<file path="src/design/mmf_pkg.sv">
// Package with the shared types and constants of the median filter.
`timescale 1ns / 1ps

package mmf_pkg;

   // Widths of the channel tag and of one sample.
   localparam int CHAN_W = 2;
   localparam int DATA_W = 16;

   typedef logic signed [DATA_W-1:0] sample_type;
   typedef logic [CHAN_W-1:0]        chan_type;

   // Sequencer states.
   typedef enum logic [1:0] {
      ST_IDLE,
      ST_WRITE,
      ST_SCAN,
      ST_DELIVER
   } state_type;

   // Control for one compare of the rank scan.
   // It travels alongside the registered read data of the ring memory.
   typedef struct packed {
      logic valid;   // a compare is due in this cycle
      logic first;   // first comparand of a candidate, so the count restarts
      logic last;    // last comparand of a candidate, so the count is final
      logic lower;   // comparand index is below the candidate index
   } rank_ctl_type;

endpackage

</file>
<file path="src/design/mmf_if.sv">
// Valid/ready channel interfaces for the request and response sides.
`timescale 1ns / 1ps

interface mmf_req_if;
   logic                 valid;
   logic                 ready;
   mmf_pkg::chan_type    channel;
   mmf_pkg::sample_type  sample;

   modport source (output valid, output channel, output sample, input ready);
   modport sink   (input valid, input channel, input sample, output ready);
endinterface

interface mmf_rsp_if;
   logic                 valid;
   logic                 ready;
   mmf_pkg::sample_type  median;

   modport source (output valid, output median, input ready);
   modport sink   (input valid, input median, output ready);
endinterface

</file>
<file path="src/design/mmf_ring_mem.sv">
// Sample ring memory with one write port, two registered read ports and entry valid bits.
`timescale 1ns / 1ps

module mmf_ring_mem #(
   parameter int DEPTH = 20,
   parameter int AW    = 5
) (
   input  logic                clock,
   input  logic                reset,
   input  logic                wr_en,
   input  logic [AW-1:0]       wr_addr,
   input  mmf_pkg::sample_type wr_data,
   input  logic [AW-1:0]       rd_addr_a,
   input  logic [AW-1:0]       rd_addr_b,
   output mmf_pkg::sample_type rd_data_a,
   output mmf_pkg::sample_type rd_data_b
);

   mmf_pkg::sample_type mem [DEPTH];
   logic [DEPTH-1:0]    valid_ff;
   mmf_pkg::sample_type rd_a_ff;
   mmf_pkg::sample_type rd_b_ff;
   logic                vld_a_ff;
   logic                vld_b_ff;

   always_ff @(posedge clock) begin
      if (wr_en) begin
         mem[wr_addr] <= wr_data;
      end
      rd_a_ff <= mem[rd_addr_a];
      rd_b_ff <= mem[rd_addr_b];
   end

   // An entry never written since reset reads as zero.
   always_ff @(posedge clock) begin
      if (reset) begin
         valid_ff <= '0;
         vld_a_ff <= 1'b0;
         vld_b_ff <= 1'b0;
      end else begin
         if (wr_en) begin
            valid_ff[wr_addr] <= 1'b1;
         end
         vld_a_ff <= valid_ff[rd_addr_a];
         vld_b_ff <= valid_ff[rd_addr_b];
      end
   end

   assign rd_data_a = vld_a_ff ? rd_a_ff : '0;
   assign rd_data_b = vld_b_ff ? rd_b_ff : '0;

endmodule

</file>
<file path="src/design/mmf_rank_unit.sv">
// Shared signed comparator and rank counter that tests one candidate per window pass.
`timescale 1ns / 1ps

module mmf_rank_unit #(
   parameter int WINDOW = 5
) (
   input  logic                  clock,
   input  logic                  reset,
   input  mmf_pkg::rank_ctl_type ctl,
   input  mmf_pkg::sample_type   cand,
   input  mmf_pkg::sample_type   other,
   output logic                  hit,
   output mmf_pkg::sample_type   hit_value
);

   localparam int CNTW = (WINDOW > 1) ? $clog2(WINDOW + 1) : 1;
   localparam logic [CNTW-1:0] MID = CNTW'(WINDOW / 2);

   logic [CNTW-1:0] cnt_ff;
   logic [CNTW-1:0] cnt_in;
   logic            below;

   // The comparand sorts ahead of the candidate when it is smaller, or
   // equal and stored at a lower index, which gives every entry a distinct rank.
   assign below  = (other < cand) || ((other == cand) && ctl.lower);
   assign cnt_in = (ctl.first ? '0 : cnt_ff) + CNTW'(below);

   always_ff @(posedge clock) begin
      if (reset) begin
         cnt_ff <= '0;
      end else if (ctl.valid) begin
         cnt_ff <= cnt_in;
      end
   end

   assign hit       = ctl.valid && ctl.last && (cnt_in == MID);
   assign hit_value = cand;

endmodule

</file>
<file path="src/design/multichannel_median_filter_unit.sv">
// Top level of the multichannel sliding-window median filter.
//
//  Channel   Port      Direction  Payload
//  request   req_port  in         channel (2 bits), sample (16 bits, signed)
//  response  rsp_port  out        median (16 bits, signed)
//
// An accepted request first writes its sample into the channel's ring, then runs a
// rank scan of up to WINDOW*WINDOW compares on one shared comparator, one compare
// per cycle, through the registered read ports of the ring. The median found passes
// through the delivery state into the output register. A request for a channel at
// or above CHANNELS skips the write and the scan and goes straight to delivery with
// a zero result.
// Reset is synchronous and active high; it clears all ring entries to zero through
// per-entry valid bits and sets every write position to zero.
// The request side is ready only while the sequencer is idle. A finished median
// waits in the output register, so a stalled response side holds back the next
// result but not the acceptance of the next request.
`timescale 1ns / 1ps

module multichannel_median_filter_unit #(
   parameter int CHANNELS = 4,
   parameter int WINDOW   = 5
) (
   input  logic      clock,
   input  logic      reset,
   mmf_req_if.sink   req_port,
   mmf_rsp_if.source rsp_port
);

   localparam int DEPTH = CHANNELS * WINDOW;
   localparam int AW    = (DEPTH > 1) ? $clog2(DEPTH) : 1;
   localparam int PW    = (WINDOW > 1) ? $clog2(WINDOW) : 1;
   localparam int CW    = (CHANNELS > 1) ? $clog2(CHANNELS) : 1;
   localparam logic [PW-1:0] LAST_POS = PW'(WINDOW - 1);

   // Sequencer and item registers.
   mmf_pkg::state_type    state_ff, state_in;
   logic [CW-1:0]         ch_ff, ch_in;
   logic [AW-1:0]         base_ff, base_in;
   mmf_pkg::sample_type   sample_ff, sample_in;
   logic [PW-1:0]         i_ff, i_in;
   logic [PW-1:0]         j_ff, j_in;
   mmf_pkg::sample_type   med_ff, med_in;
   mmf_pkg::rank_ctl_type ctl_ff, ctl_in;

   // Output register.
   logic                  rsp_vld_ff, rsp_vld_in;
   mmf_pkg::sample_type   rsp_med_ff, rsp_med_in;

   // Per-channel write positions.
   logic [PW-1:0]         pos_ff [CHANNELS];
   logic [PW-1:0]         pos_cur;
   logic [PW-1:0]         pos_nxt;

   // Memory and rank unit connections.
   logic                  wr_en;
   logic [AW-1:0]         wr_addr;
   logic [AW-1:0]         rd_addr_a;
   logic [AW-1:0]         rd_addr_b;
   mmf_pkg::sample_type   cand_data;
   mmf_pkg::sample_type   other_data;
   logic                  hit;
   mmf_pkg::sample_type   hit_value;

   logic                  req_fire;
   logic                  in_range;

   assign req_port.ready = (state_ff == mmf_pkg::ST_IDLE);
   assign req_fire       = req_port.valid && req_port.ready;
   assign in_range       = (int'(req_port.channel) < CHANNELS);

   assign rsp_port.valid  = rsp_vld_ff;
   assign rsp_port.median = rsp_med_ff;

   // The write position of the current channel and where it moves next.
   assign pos_cur = pos_ff[ch_ff];
   assign pos_nxt = (pos_cur == LAST_POS) ? '0 : pos_cur + 1'b1;

   assign wr_addr   = base_ff + AW'(pos_cur);
   assign rd_addr_a = base_ff + AW'(i_ff);
   assign rd_addr_b = base_ff + AW'(j_ff);

   mmf_ring_mem #(
      .DEPTH (DEPTH),
      .AW    (AW)
   ) u_ring_mem (
      .clock     (clock),
      .reset     (reset),
      .wr_en     (wr_en),
      .wr_addr   (wr_addr),
      .wr_data   (sample_ff),
      .rd_addr_a (rd_addr_a),
      .rd_addr_b (rd_addr_b),
      .rd_data_a (cand_data),
      .rd_data_b (other_data)
   );

   mmf_rank_unit #(
      .WINDOW (WINDOW)
   ) u_rank_unit (
      .clock     (clock),
      .reset     (reset),
      .ctl       (ctl_ff),
      .cand      (cand_data),
      .other     (other_data),
      .hit       (hit),
      .hit_value (hit_value)
   );

   // Next state and datapath control. The scan walks candidate i over the
   // window and, for each candidate, comparand j over the window. The median
   // is the candidate with exactly WINDOW/2 entries sorted ahead of it.
   always_comb begin
      state_in   = state_ff;
      ch_in      = ch_ff;
      base_in    = base_ff;
      sample_in  = sample_ff;
      i_in       = i_ff;
      j_in       = j_ff;
      med_in     = med_ff;
      ctl_in     = '0;
      wr_en      = 1'b0;
      rsp_vld_in = rsp_vld_ff;
      rsp_med_in = rsp_med_ff;

      if (rsp_vld_ff && rsp_port.ready) begin
         rsp_vld_in = 1'b0;
      end

      case (state_ff)
         mmf_pkg::ST_IDLE: begin
            if (req_fire) begin
               ch_in     = CW'(req_port.channel);
               base_in   = AW'(int'(req_port.channel) * WINDOW);
               sample_in = req_port.sample;
               if (in_range) begin
                  state_in = mmf_pkg::ST_WRITE;
               end else begin
                  med_in   = '0;
                  state_in = mmf_pkg::ST_DELIVER;
               end
            end
         end
         mmf_pkg::ST_WRITE: begin
            wr_en    = 1'b1;
            i_in     = '0;
            j_in     = '0;
            state_in = mmf_pkg::ST_SCAN;
         end
         mmf_pkg::ST_SCAN: begin
            if (hit) begin
               med_in   = hit_value;
               state_in = mmf_pkg::ST_DELIVER;
            end else begin
               ctl_in.valid = 1'b1;
               ctl_in.first = (j_ff == '0);
               ctl_in.last  = (j_ff == LAST_POS);
               ctl_in.lower = (j_ff < i_ff);
               if (j_ff == LAST_POS) begin
                  j_in = '0;
                  i_in = (i_ff == LAST_POS) ? '0 : i_ff + 1'b1;
               end else begin
                  j_in = j_ff + 1'b1;
               end
            end
         end
         mmf_pkg::ST_DELIVER: begin
            if (!rsp_vld_ff || rsp_port.ready) begin
               rsp_vld_in = 1'b1;
               rsp_med_in = med_ff;
               state_in   = mmf_pkg::ST_IDLE;
            end
         end
         default: begin
            state_in = mmf_pkg::ST_IDLE;
         end
      endcase
   end

   always_ff @(posedge clock) begin
      if (reset) begin
         state_ff   <= mmf_pkg::ST_IDLE;
         ctl_ff     <= '0;
         rsp_vld_ff <= 1'b0;
      end else begin
         state_ff   <= state_in;
         ctl_ff     <= ctl_in;
         rsp_vld_ff <= rsp_vld_in;
      end
   end

   always_ff @(posedge clock) begin
      ch_ff      <= ch_in;
      base_ff    <= base_in;
      sample_ff  <= sample_in;
      i_ff       <= i_in;
      j_ff       <= j_in;
      med_ff     <= med_in;
      rsp_med_ff <= rsp_med_in;
   end

   // The write position of a channel advances once per sample it takes.
   always_ff @(posedge clock) begin
      if (reset) begin
         for (int c = 0; c < CHANNELS; c++) begin
            pos_ff[c] <= '0;
         end
      end else if (wr_en) begin
         pos_ff[ch_ff] <= pos_nxt;
      end
   end

   // An accepted request leads either to the ring write or straight to delivery.
   assert property (@(posedge clock) disable iff (reset)
      req_fire |=> (state_ff == mmf_pkg::ST_WRITE || state_ff == mmf_pkg::ST_DELIVER))
      else $error("accepted request did not start a write or a delivery");

   // The candidate and comparand indices stay inside the window throughout the scan.
   assert property (@(posedge clock) disable iff (reset)
      (state_ff == mmf_pkg::ST_SCAN) |-> (i_ff <= LAST_POS && j_ff <= LAST_POS))
      else $error("scan index ran past the window");

   // A new result only appears in the output register out of the delivery state.
   assert property (@(posedge clock) disable iff (reset)
      (rsp_vld_ff && !$past(rsp_vld_ff)) |-> ($past(state_ff) == mmf_pkg::ST_DELIVER))
      else $error("result loaded outside of delivery");

   // The ring write always lands inside the window of the current channel.
   assert property (@(posedge clock) disable iff (reset)
      wr_en |-> (pos_cur <= LAST_POS))
      else $error("write position out of range");

endmodule
</file>
<file path="src/flat_wrapper.sv">
// flat-port wrapper written by rule: the top's interface ports become plain ports
module multichannel_median_filter_unit_flat 
#(
   parameter int CHANNELS = 4,
   parameter int WINDOW   = 5
)
  (clock, reset, req_port_valid, req_port_channel, req_port_sample, req_port_ready, rsp_port_valid, rsp_port_median, rsp_port_ready);
  mmf_req_if req_port_i ();
  mmf_rsp_if rsp_port_i ();
  input  logic clock;
  input  logic reset;
  input wire logic [$bits(req_port_i.valid)-1:0] req_port_valid;
  input wire logic [$bits(req_port_i.channel)-1:0] req_port_channel;
  input wire logic [$bits(req_port_i.sample)-1:0] req_port_sample;
  output wire logic [$bits(req_port_i.ready)-1:0] req_port_ready;
  output wire logic [$bits(rsp_port_i.valid)-1:0] rsp_port_valid;
  output wire logic [$bits(rsp_port_i.median)-1:0] rsp_port_median;
  input wire logic [$bits(rsp_port_i.ready)-1:0] rsp_port_ready;
  assign req_port_i.valid = req_port_valid;
  assign req_port_i.channel = req_port_channel;
  assign req_port_i.sample = req_port_sample;
  assign req_port_ready = req_port_i.ready;
  assign rsp_port_valid = rsp_port_i.valid;
  assign rsp_port_median = rsp_port_i.median;
  assign rsp_port_i.ready = rsp_port_ready;
  multichannel_median_filter_unit #(.CHANNELS(CHANNELS), .WINDOW(WINDOW)) u_core (.clock(clock), .reset(reset), .req_port(req_port_i), .rsp_port(rsp_port_i));
endmodule
</file>
<file path="config.mk">
export PLATFORM = sky130hd
export DESIGN_NAME = multichannel_median_filter_unit_flat
export DESIGN_NICKNAME = d
export VERILOG_FILES = /design/src/design/mmf_pkg.sv /design/src/design/mmf_if.sv /design/src/design/mmf_ring_mem.sv /design/src/design/mmf_rank_unit.sv /design/src/design/multichannel_median_filter_unit.sv /design/src/flat_wrapper.sv
export SDC_FILE = /design/constraint.sdc
export NUM_CORES = 1
export LEC_CHECK = 0
export ABC_CLOCK_PERIOD_IN_PS = 9200
export BUFFER_PORTS_ARGS = -buffer_cell sky130_fd_sc_hd__buf_2
export CORE_MARGIN = 8
export CORE_UTILIZATION = 50
export CTS_BUF_LIST = sky130_fd_sc_hd__clkbuf_8
export DETAILED_ROUTE_END_ITERATION = 6
export PLACE_DENSITY_LB_ADDON = 0.25
export SLEW_MARGIN = 0
export SYNTH_ARGS = -nofsm -noshare
export SYNTH_HDL_FRONTEND = slang
export SYNTH_SLANG_ARGS = --single-unit
</file>
<file path="constraint.sdc">
create_clock -name clock -period 9.2 [get_ports clock]
set_clock_uncertainty 0.15 [all_clocks]
set_input_delay 0 -clock clock [delete_from_list [all_inputs] [get_ports clock]]
set_output_delay 0 -clock clock [all_outputs]
set_load 0.005 [all_outputs]
</file>
# ---- Word-level counts from Yosys, hierarchy flattened
# Memories as Yosys holds them, arrays and structs flattened. A register that Yosys moved wholly into a read port is not among the register bits.
# Cells that the tools add are included.
dict set report totals {
  reg_bits 93
  ram_bits 332
  inputBits 22
  n_memories 2
}
# name depth word_bits read_ports rd_ports_with_merged_regs wr line
set memory_table {}
lappend memory_table {u_core.u_ring_mem.mem 20 16 2 2 1 mmf_ring_mem.sv:19} ;# mmf_pkg::sample_type mem [DEPTH];
lappend memory_table {u_core.pos_ff 4 3 1 1 4 multichannel_median_filter_unit.sv:51} ;# logic [PW-1:0] pos_ff [CHANNELS];
dict set report classes {
  addsub 7
  multipliers 1
  n_lt_le_gt_ge 6
  eq_ne 13
  muxes 36
  bitwise_logic 2
  reduce_logical 21
}
# cell n
set ops {}
lappend ops {{two-way mux 16 bit} 2}
lappend ops {{two-way mux 3 bit} 8}
lappend ops {{OR 20 bit} 1}
lappend ops {{< comparator 5 x 6 -> 1 bit (second input constant)} 3}
lappend ops {{equality test 16 bit} 1}
lappend ops {{< comparator 16 bit} 1}
lappend ops {{adder 5 x 3 -> 5 bit} 3}
lappend ops {{two-way mux 1 bit} 14}
lappend ops {{one-hot mux 3 bit (2 select lines)} 2}
lappend ops {{binary-select mux 1 bit (select 5 bit)} 2}
lappend ops {{two-way mux 2 bit} 5}
lappend ops {{adder 3 x 1 -> 3 bit (second input constant)} 3}
lappend ops {{equality test 3 bit (second input constant)} 3}
lappend ops {{one-hot mux 2 bit (4 select lines)} 1}
lappend ops {{AND reduction 2 bit} 4}
lappend ops {{logical AND 1 bit} 6}
lappend ops {{inequality test 2 x 1 -> 1 bit (second input constant)} 3}
lappend ops {{AND reduction 3 bit} 2}
lappend ops {{OR reduction 3 bit} 2}
lappend ops {{demux 1 bit (select 5 bit)} 1}
lappend ops {{>= comparator 5 x 1 -> 1 bit (second input constant)} 1}
lappend ops {{multiplier 2 x 3 -> 5 bit (second input constant)} 1}
lappend ops {{equality test 2 bit (second input constant)} 2}
lappend ops {{two-way mux 4 bit} 1}
lappend ops {{other kinds (12)} 14}

# ---- Depth between registers and ports, before layout
dict set report logic_depth {
  word_depth 9
  ltp_mapped 14
  depth_no_buf 13
}

# ---- Cells and area by module
# From an unflattened synthesis, not the netlist that was laid out.
dict set report unflattened {
  cells_unflattened 1316
  area_unflattened_um2 20678.6
}
# module n_inst cells_per_inst area_per_inst_um2 seq_area_each_um2
set by_module_without_submodules {}
lappend by_module_without_submodules {mmf_ring_mem 1 1021 16787.4 10690.3}
lappend by_module_without_submodules {multichannel_median_filter_unit 1 203 3178.0 2222.1}
lappend by_module_without_submodules {mmf_rank_unit 1 92 713.2 60.1}

# ---- Worst setup path after synthesis
# Ideal clock, no wire load.
dict set report synth_timing {
  kind {reg-to-reg}
  start {reg u_core.u_ring_mem.vld_a_ff}
  end {reg u_core.med_ff[0] (enable)}
  setup_ns 0.364
  t_arrival_ns 3.495
  slack_ns 5.191
  stages_incl_launch_ff 15
  path_buffers 1
  synth_period_minus_slack_ns 4.009
  path_cell_list {dfxtp_1 > clkbuf_1 > nand2_1 > ha_1 > and4_1 > nand4_1 > or4_1 > o221ai_1 > mux2_1 > ha_1 > ha_1 > nand4b_1 > nor2_1 > nand2_1 > inv_1}
}
dict set report synth_via {
  elab_chain_cells 8
  elab_cells_between_ends 9
  classes_between {1 x add/sub; 1 x order compare; 2 x eq/ne; 1 x mux; 4 x reduce/logical}
}
# item line
set synth_rtl {}
lappend synth_rtl {{from (decl)} mmf_ring_mem.sv:23} ;# logic vld_a_ff;
lappend synth_rtl {{from (signal assigned)} mmf_ring_mem.sv:44} ;# vld_a_ff <= valid_ff[rd_addr_a];
lappend synth_rtl {{two-way mux 16 bit (*)} mmf_ring_mem.sv:49} ;# assign rd_data_a = vld_a_ff ? rd_a_ff : '0;
lappend synth_rtl {{branches (longest 2 deep; another with < comparator 16 bit)} --}
lappend synth_rtl {{logical OR 1 bit (*)} mmf_rank_unit.sv:25} ;# assign below = (other < cand) || ((other == cand) && ctl.lower);
lappend synth_rtl {{adder 3 x 1 -> 3 bit (*)} mmf_rank_unit.sv:26} ;# assign cnt_in = (ctl.first ? '0 : cnt_ff) + CNTW'(below);
lappend synth_rtl {{via u_core.u_rank_unit.cnt_in[1]} mmf_rank_unit.sv:20} ;# logic [CNTW-1:0] cnt_in;
lappend synth_rtl {{equality test 3 x 2 -> 1 bit (*)} mmf_rank_unit.sv:36} ;# assign hit = ctl.valid && ctl.last && (cnt_in == MID);
lappend synth_rtl {{logical AND 1 bit (*)} mmf_rank_unit.sv:36}
lappend synth_rtl {{AND reduction 2 bit (no source line) (*)} --}
lappend synth_rtl {{to (signal assigned)} multichannel_median_filter_unit.sv:198} ;# med_ff <= med_in;
lappend synth_rtl {{to (decl)} multichannel_median_filter_unit.sv:43} ;# mmf_pkg::sample_type med_ff, med_in;
# Mark *: on every way through the listed nets, which the timed path passes.
# A chain may end at the register's enable or synchronous reset.

# ---- Worst setup path in the final report
dict set report layout_timing {
  start {reg u_core.u_ring_mem.vld_a_ff}
  end {reg u_core.med_ff[4] (enable)}
}
# The elaborated chain is that of the path after synthesis.

==> results_dict.tcl <==
set metrics [dict create \
    cts_buffers 76 \
    drt-initial-drc-count 1044 \
    path_max_fanout 16 \
    cts_root_buf "clkbuf_8" \
    place_congestion 0.756 \
    port_buffers 39 \
    cap_violations 0 \
    grt_max_degree 49 \
    htree_levels 3 \
    fillers 3075 \
    ys_seq_area_share_pct 63.9 \
    drv_slew 0 \
    seq_area_um2 13000 \
    finalSetupViolCount 0 \
    post-route-drc-count 0 \
    end_kind "flip-flop" \
    peakVddDrop_mv 0.332 \
    io_pins 40 \
    cts_hold_buf 41 \
    avgRoutedWirePerCell_um 25.6 \
    die-area_um2 47300 \
    drive_above_1_share_pct 35.6 \
    via_per_inst 5.95 \
    post_cts_resized 0 \
    arrival_ns 4.72 \
    clock-sinks 454 \
    syn_nets 1126 \
    start_kind "flip-flop" \
    hold_class "in -> reg" \
    p_leak_uw 0.00792 \
    synthFlopType "edfxtp_1" \
    ys_async_sr_fraction_pct 0 \
    worstPathRequired_ns 9.30 \
    multi_input_comb_area_um2 7030 \
    ys_ff_latch 454 \
    grt_pass1_wl_um 69500 \
    yosysUniqueCellTypes 51 \
    grt.overflow.total 0 \
    start_util_pct 50.2 \
    fmax_mhz 216 \
    die_h_um 217 \
    syn_inst 1063 \
    synth_edf_count 388 \
    syn_to_final_growth_pct 13.9 \
    grt_pass1_vias 11300 \
    tightest_slew_ns 1.03 \
    rows 74 \
    clockBufferDepth 3 \
    power_density_nw_per_um2 378 \
    num_vias 10700 \
    post_synth.cell_area_avg_um2 19.1 \
    outcome "finished, final reports clean" \
    min_period_over_period_pct 50.3 \
    first_pass_iters 5 \
    period_needed_ns 4.63 \
    place_hpwl_um 27400 \
    postCtsSetupRepairBufs 0 \
    path_class "reg -> reg" \
    yosys_warnings 0 \
    clock_latency_ns 0.62 \
    hold_violations 0 \
    syn_area_um2 20300 \
    grtUsageTotal_pct 19.8 \
    routed_wirelength_um 45900 \
    max_slew_margin_pct 31.4 \
    cts_tree "built" \
    layout.nets 1259 \
    die_w_um 217 \
    cts.clk_slew.worst_paths_ns 0.06 \
    antenna_found_initial 3 \
    rsz0062_at_grt "no" \
    core_um2 40500 \
    fin_setup_tns_ns 0 \
    total_power_uw 8750 \
    ant_nets 0 \
]
## through the flow
step | worst slack [ns] | area [µm²] | hold WS, ns | instances | util [%]
final | 4.57 | 23100 | 0.0584 | 1793 | 57.2
after CTS | 4.52 | 23100 | 0.00898 | 1792 | 57.2
after detailed placement | 4.54 | 21200 | 0.0281 | 1609 | 52.4
after global routing | 4.26 | 23100 | 0.0452 | 1792 | 57.2
after global placement | 4.60 | 21200 | 0.0268 | 1609 | 52.4
after floorplan | 5.19 | 20300 | -0.0511 | 1063 | -
## cell usage in the layout, fill, tap and decap left out, types with 31 or more instances in the layout
master         synthesis  layout
edfxtp_1             388     388
ha_1                  38      36
nand2_1               36      36
nor2_1                61      41
dfxtp_1               66      66
buf_2                 13      39
mux2_2                34      34
mux4_2               205     205
dlygate4sd3_1          0      41
buf_4                  5      31
clkbuf_8               0      90
inv_1                 30      55
## cells by family after synthesis
group,count (synthesis),synth area share [%]
AO/OA/AOI/OAI,61,1.95
XOR/XNOR,9,0.462
adder cells (fa/ha/maj),41,2.64
buffers and inverters,86,2.06
flip-flops,454,63.9
multiplexers,246,25.0
AND/OR/NAND/NOR,166,4.01
## per-layer routing
metal  part of all wire (%)  vias up  track usage (%)
met1                     40     5500             25.2
met2                     50      412             33.4
li1                       -     4671                -
met5                      0        -                0
met3                    7.9       80             4.49
met4                    2.2        0             6.42
## report_power, final
group	switching (µW)	leakage, µW	total, µW	internal (µW)
Clock	805	0.000865	1750	948
Combinational	1990	0.00299	4130	2140
Sequential	248	0.00407	2870	2620
## state kept, by name, indices dropped and copies added (netlist names), named ones only
name and flops:
u_core.u_ring_mem.mem 320, u_core.u_ring_mem.vld_a_ff 1, u_core.base_ff 2, u_core.sample_ff 16, u_core.state_ff 2, u_core.u_ring_mem.valid_ff 20, u_core.i_ff 3, u_core.u_rank_unit.cnt_ff 3
u_core.pos_ff 12, u_core.ctl_ff 4, u_core.u_ring_mem.vld_b_ff 1, u_core.u_ring_mem.rd_b_ff 16, u_core.u_ring_mem.rd_a_ff 16, u_core.rsp_port.valid 1, u_core.med_ff 16, u_core.j_ff 3
u_core.rsp_port.median 16
## critical path, cell delays in order, from the launching register on
cell and delay (ns):
dfxtp_1 0.70, nand2_1 0.20, ha_1 0.36, and4_1 0.23, nand4_1 0.18, or4_1 0.53, o221ai_1 0.20, mux2_1 0.39
ha_1 0.22, ha_1 0.30, nand4b_1 0.11, nor2_1 0.13, nand2_1 0.11, inv_1 0.46
## synthesized netlist by cell type (all sizes together), types with 17 or more instances
| master | instances | area share (%) |
|---|---|---|
| dfxtp | 66 | 6.5 |
| edfxtp | 388 | 57 |
| mux2 | 35 | 1.9 |
| mux4 | 205 | 23 |
| nand2 | 36 | 0.67 |
| clkbuf | 26 | 0.48 |
| buf | 30 | 1.0 |
| and2 | 17 | 0.52 |
| inv | 30 | 0.55 |
| a31oi | 19 | 0.59 |
| ha | 38 | 2.3 |
| nor2 | 61 | 1.1 |
## path summary, 6_finish.rpt
path | endpoint | slack (ns) | from | depth (start not counted)
max reg2reg | u_core.med_ff[4] | 4.57 | u_core.u_ring_mem.vld_a_ff | 13
min | flip-flop | 0.06 | req_port_channel[0] | 3
min reg2reg | u_core.rsp_port.median[6] | 0.27 | u_core.med_ff[6] | 0
max | u_core.med_ff[4] | 4.57 | u_core.u_ring_mem.vld_a_ff | 13
## layout make-up
class                   count  share of cell area [%]
flip-flops and latches    454                    56.1
inverters                  30                   0.487
clock inverters            52                    1.18
multi-input cells         523                    30.4
diodes                      1                  0.0108
clock buffers              90                    5.36
repair buffers            111                    3.62
well taps                 532                    2.88
Note: power is estimated with default switching activity, not from simulation.
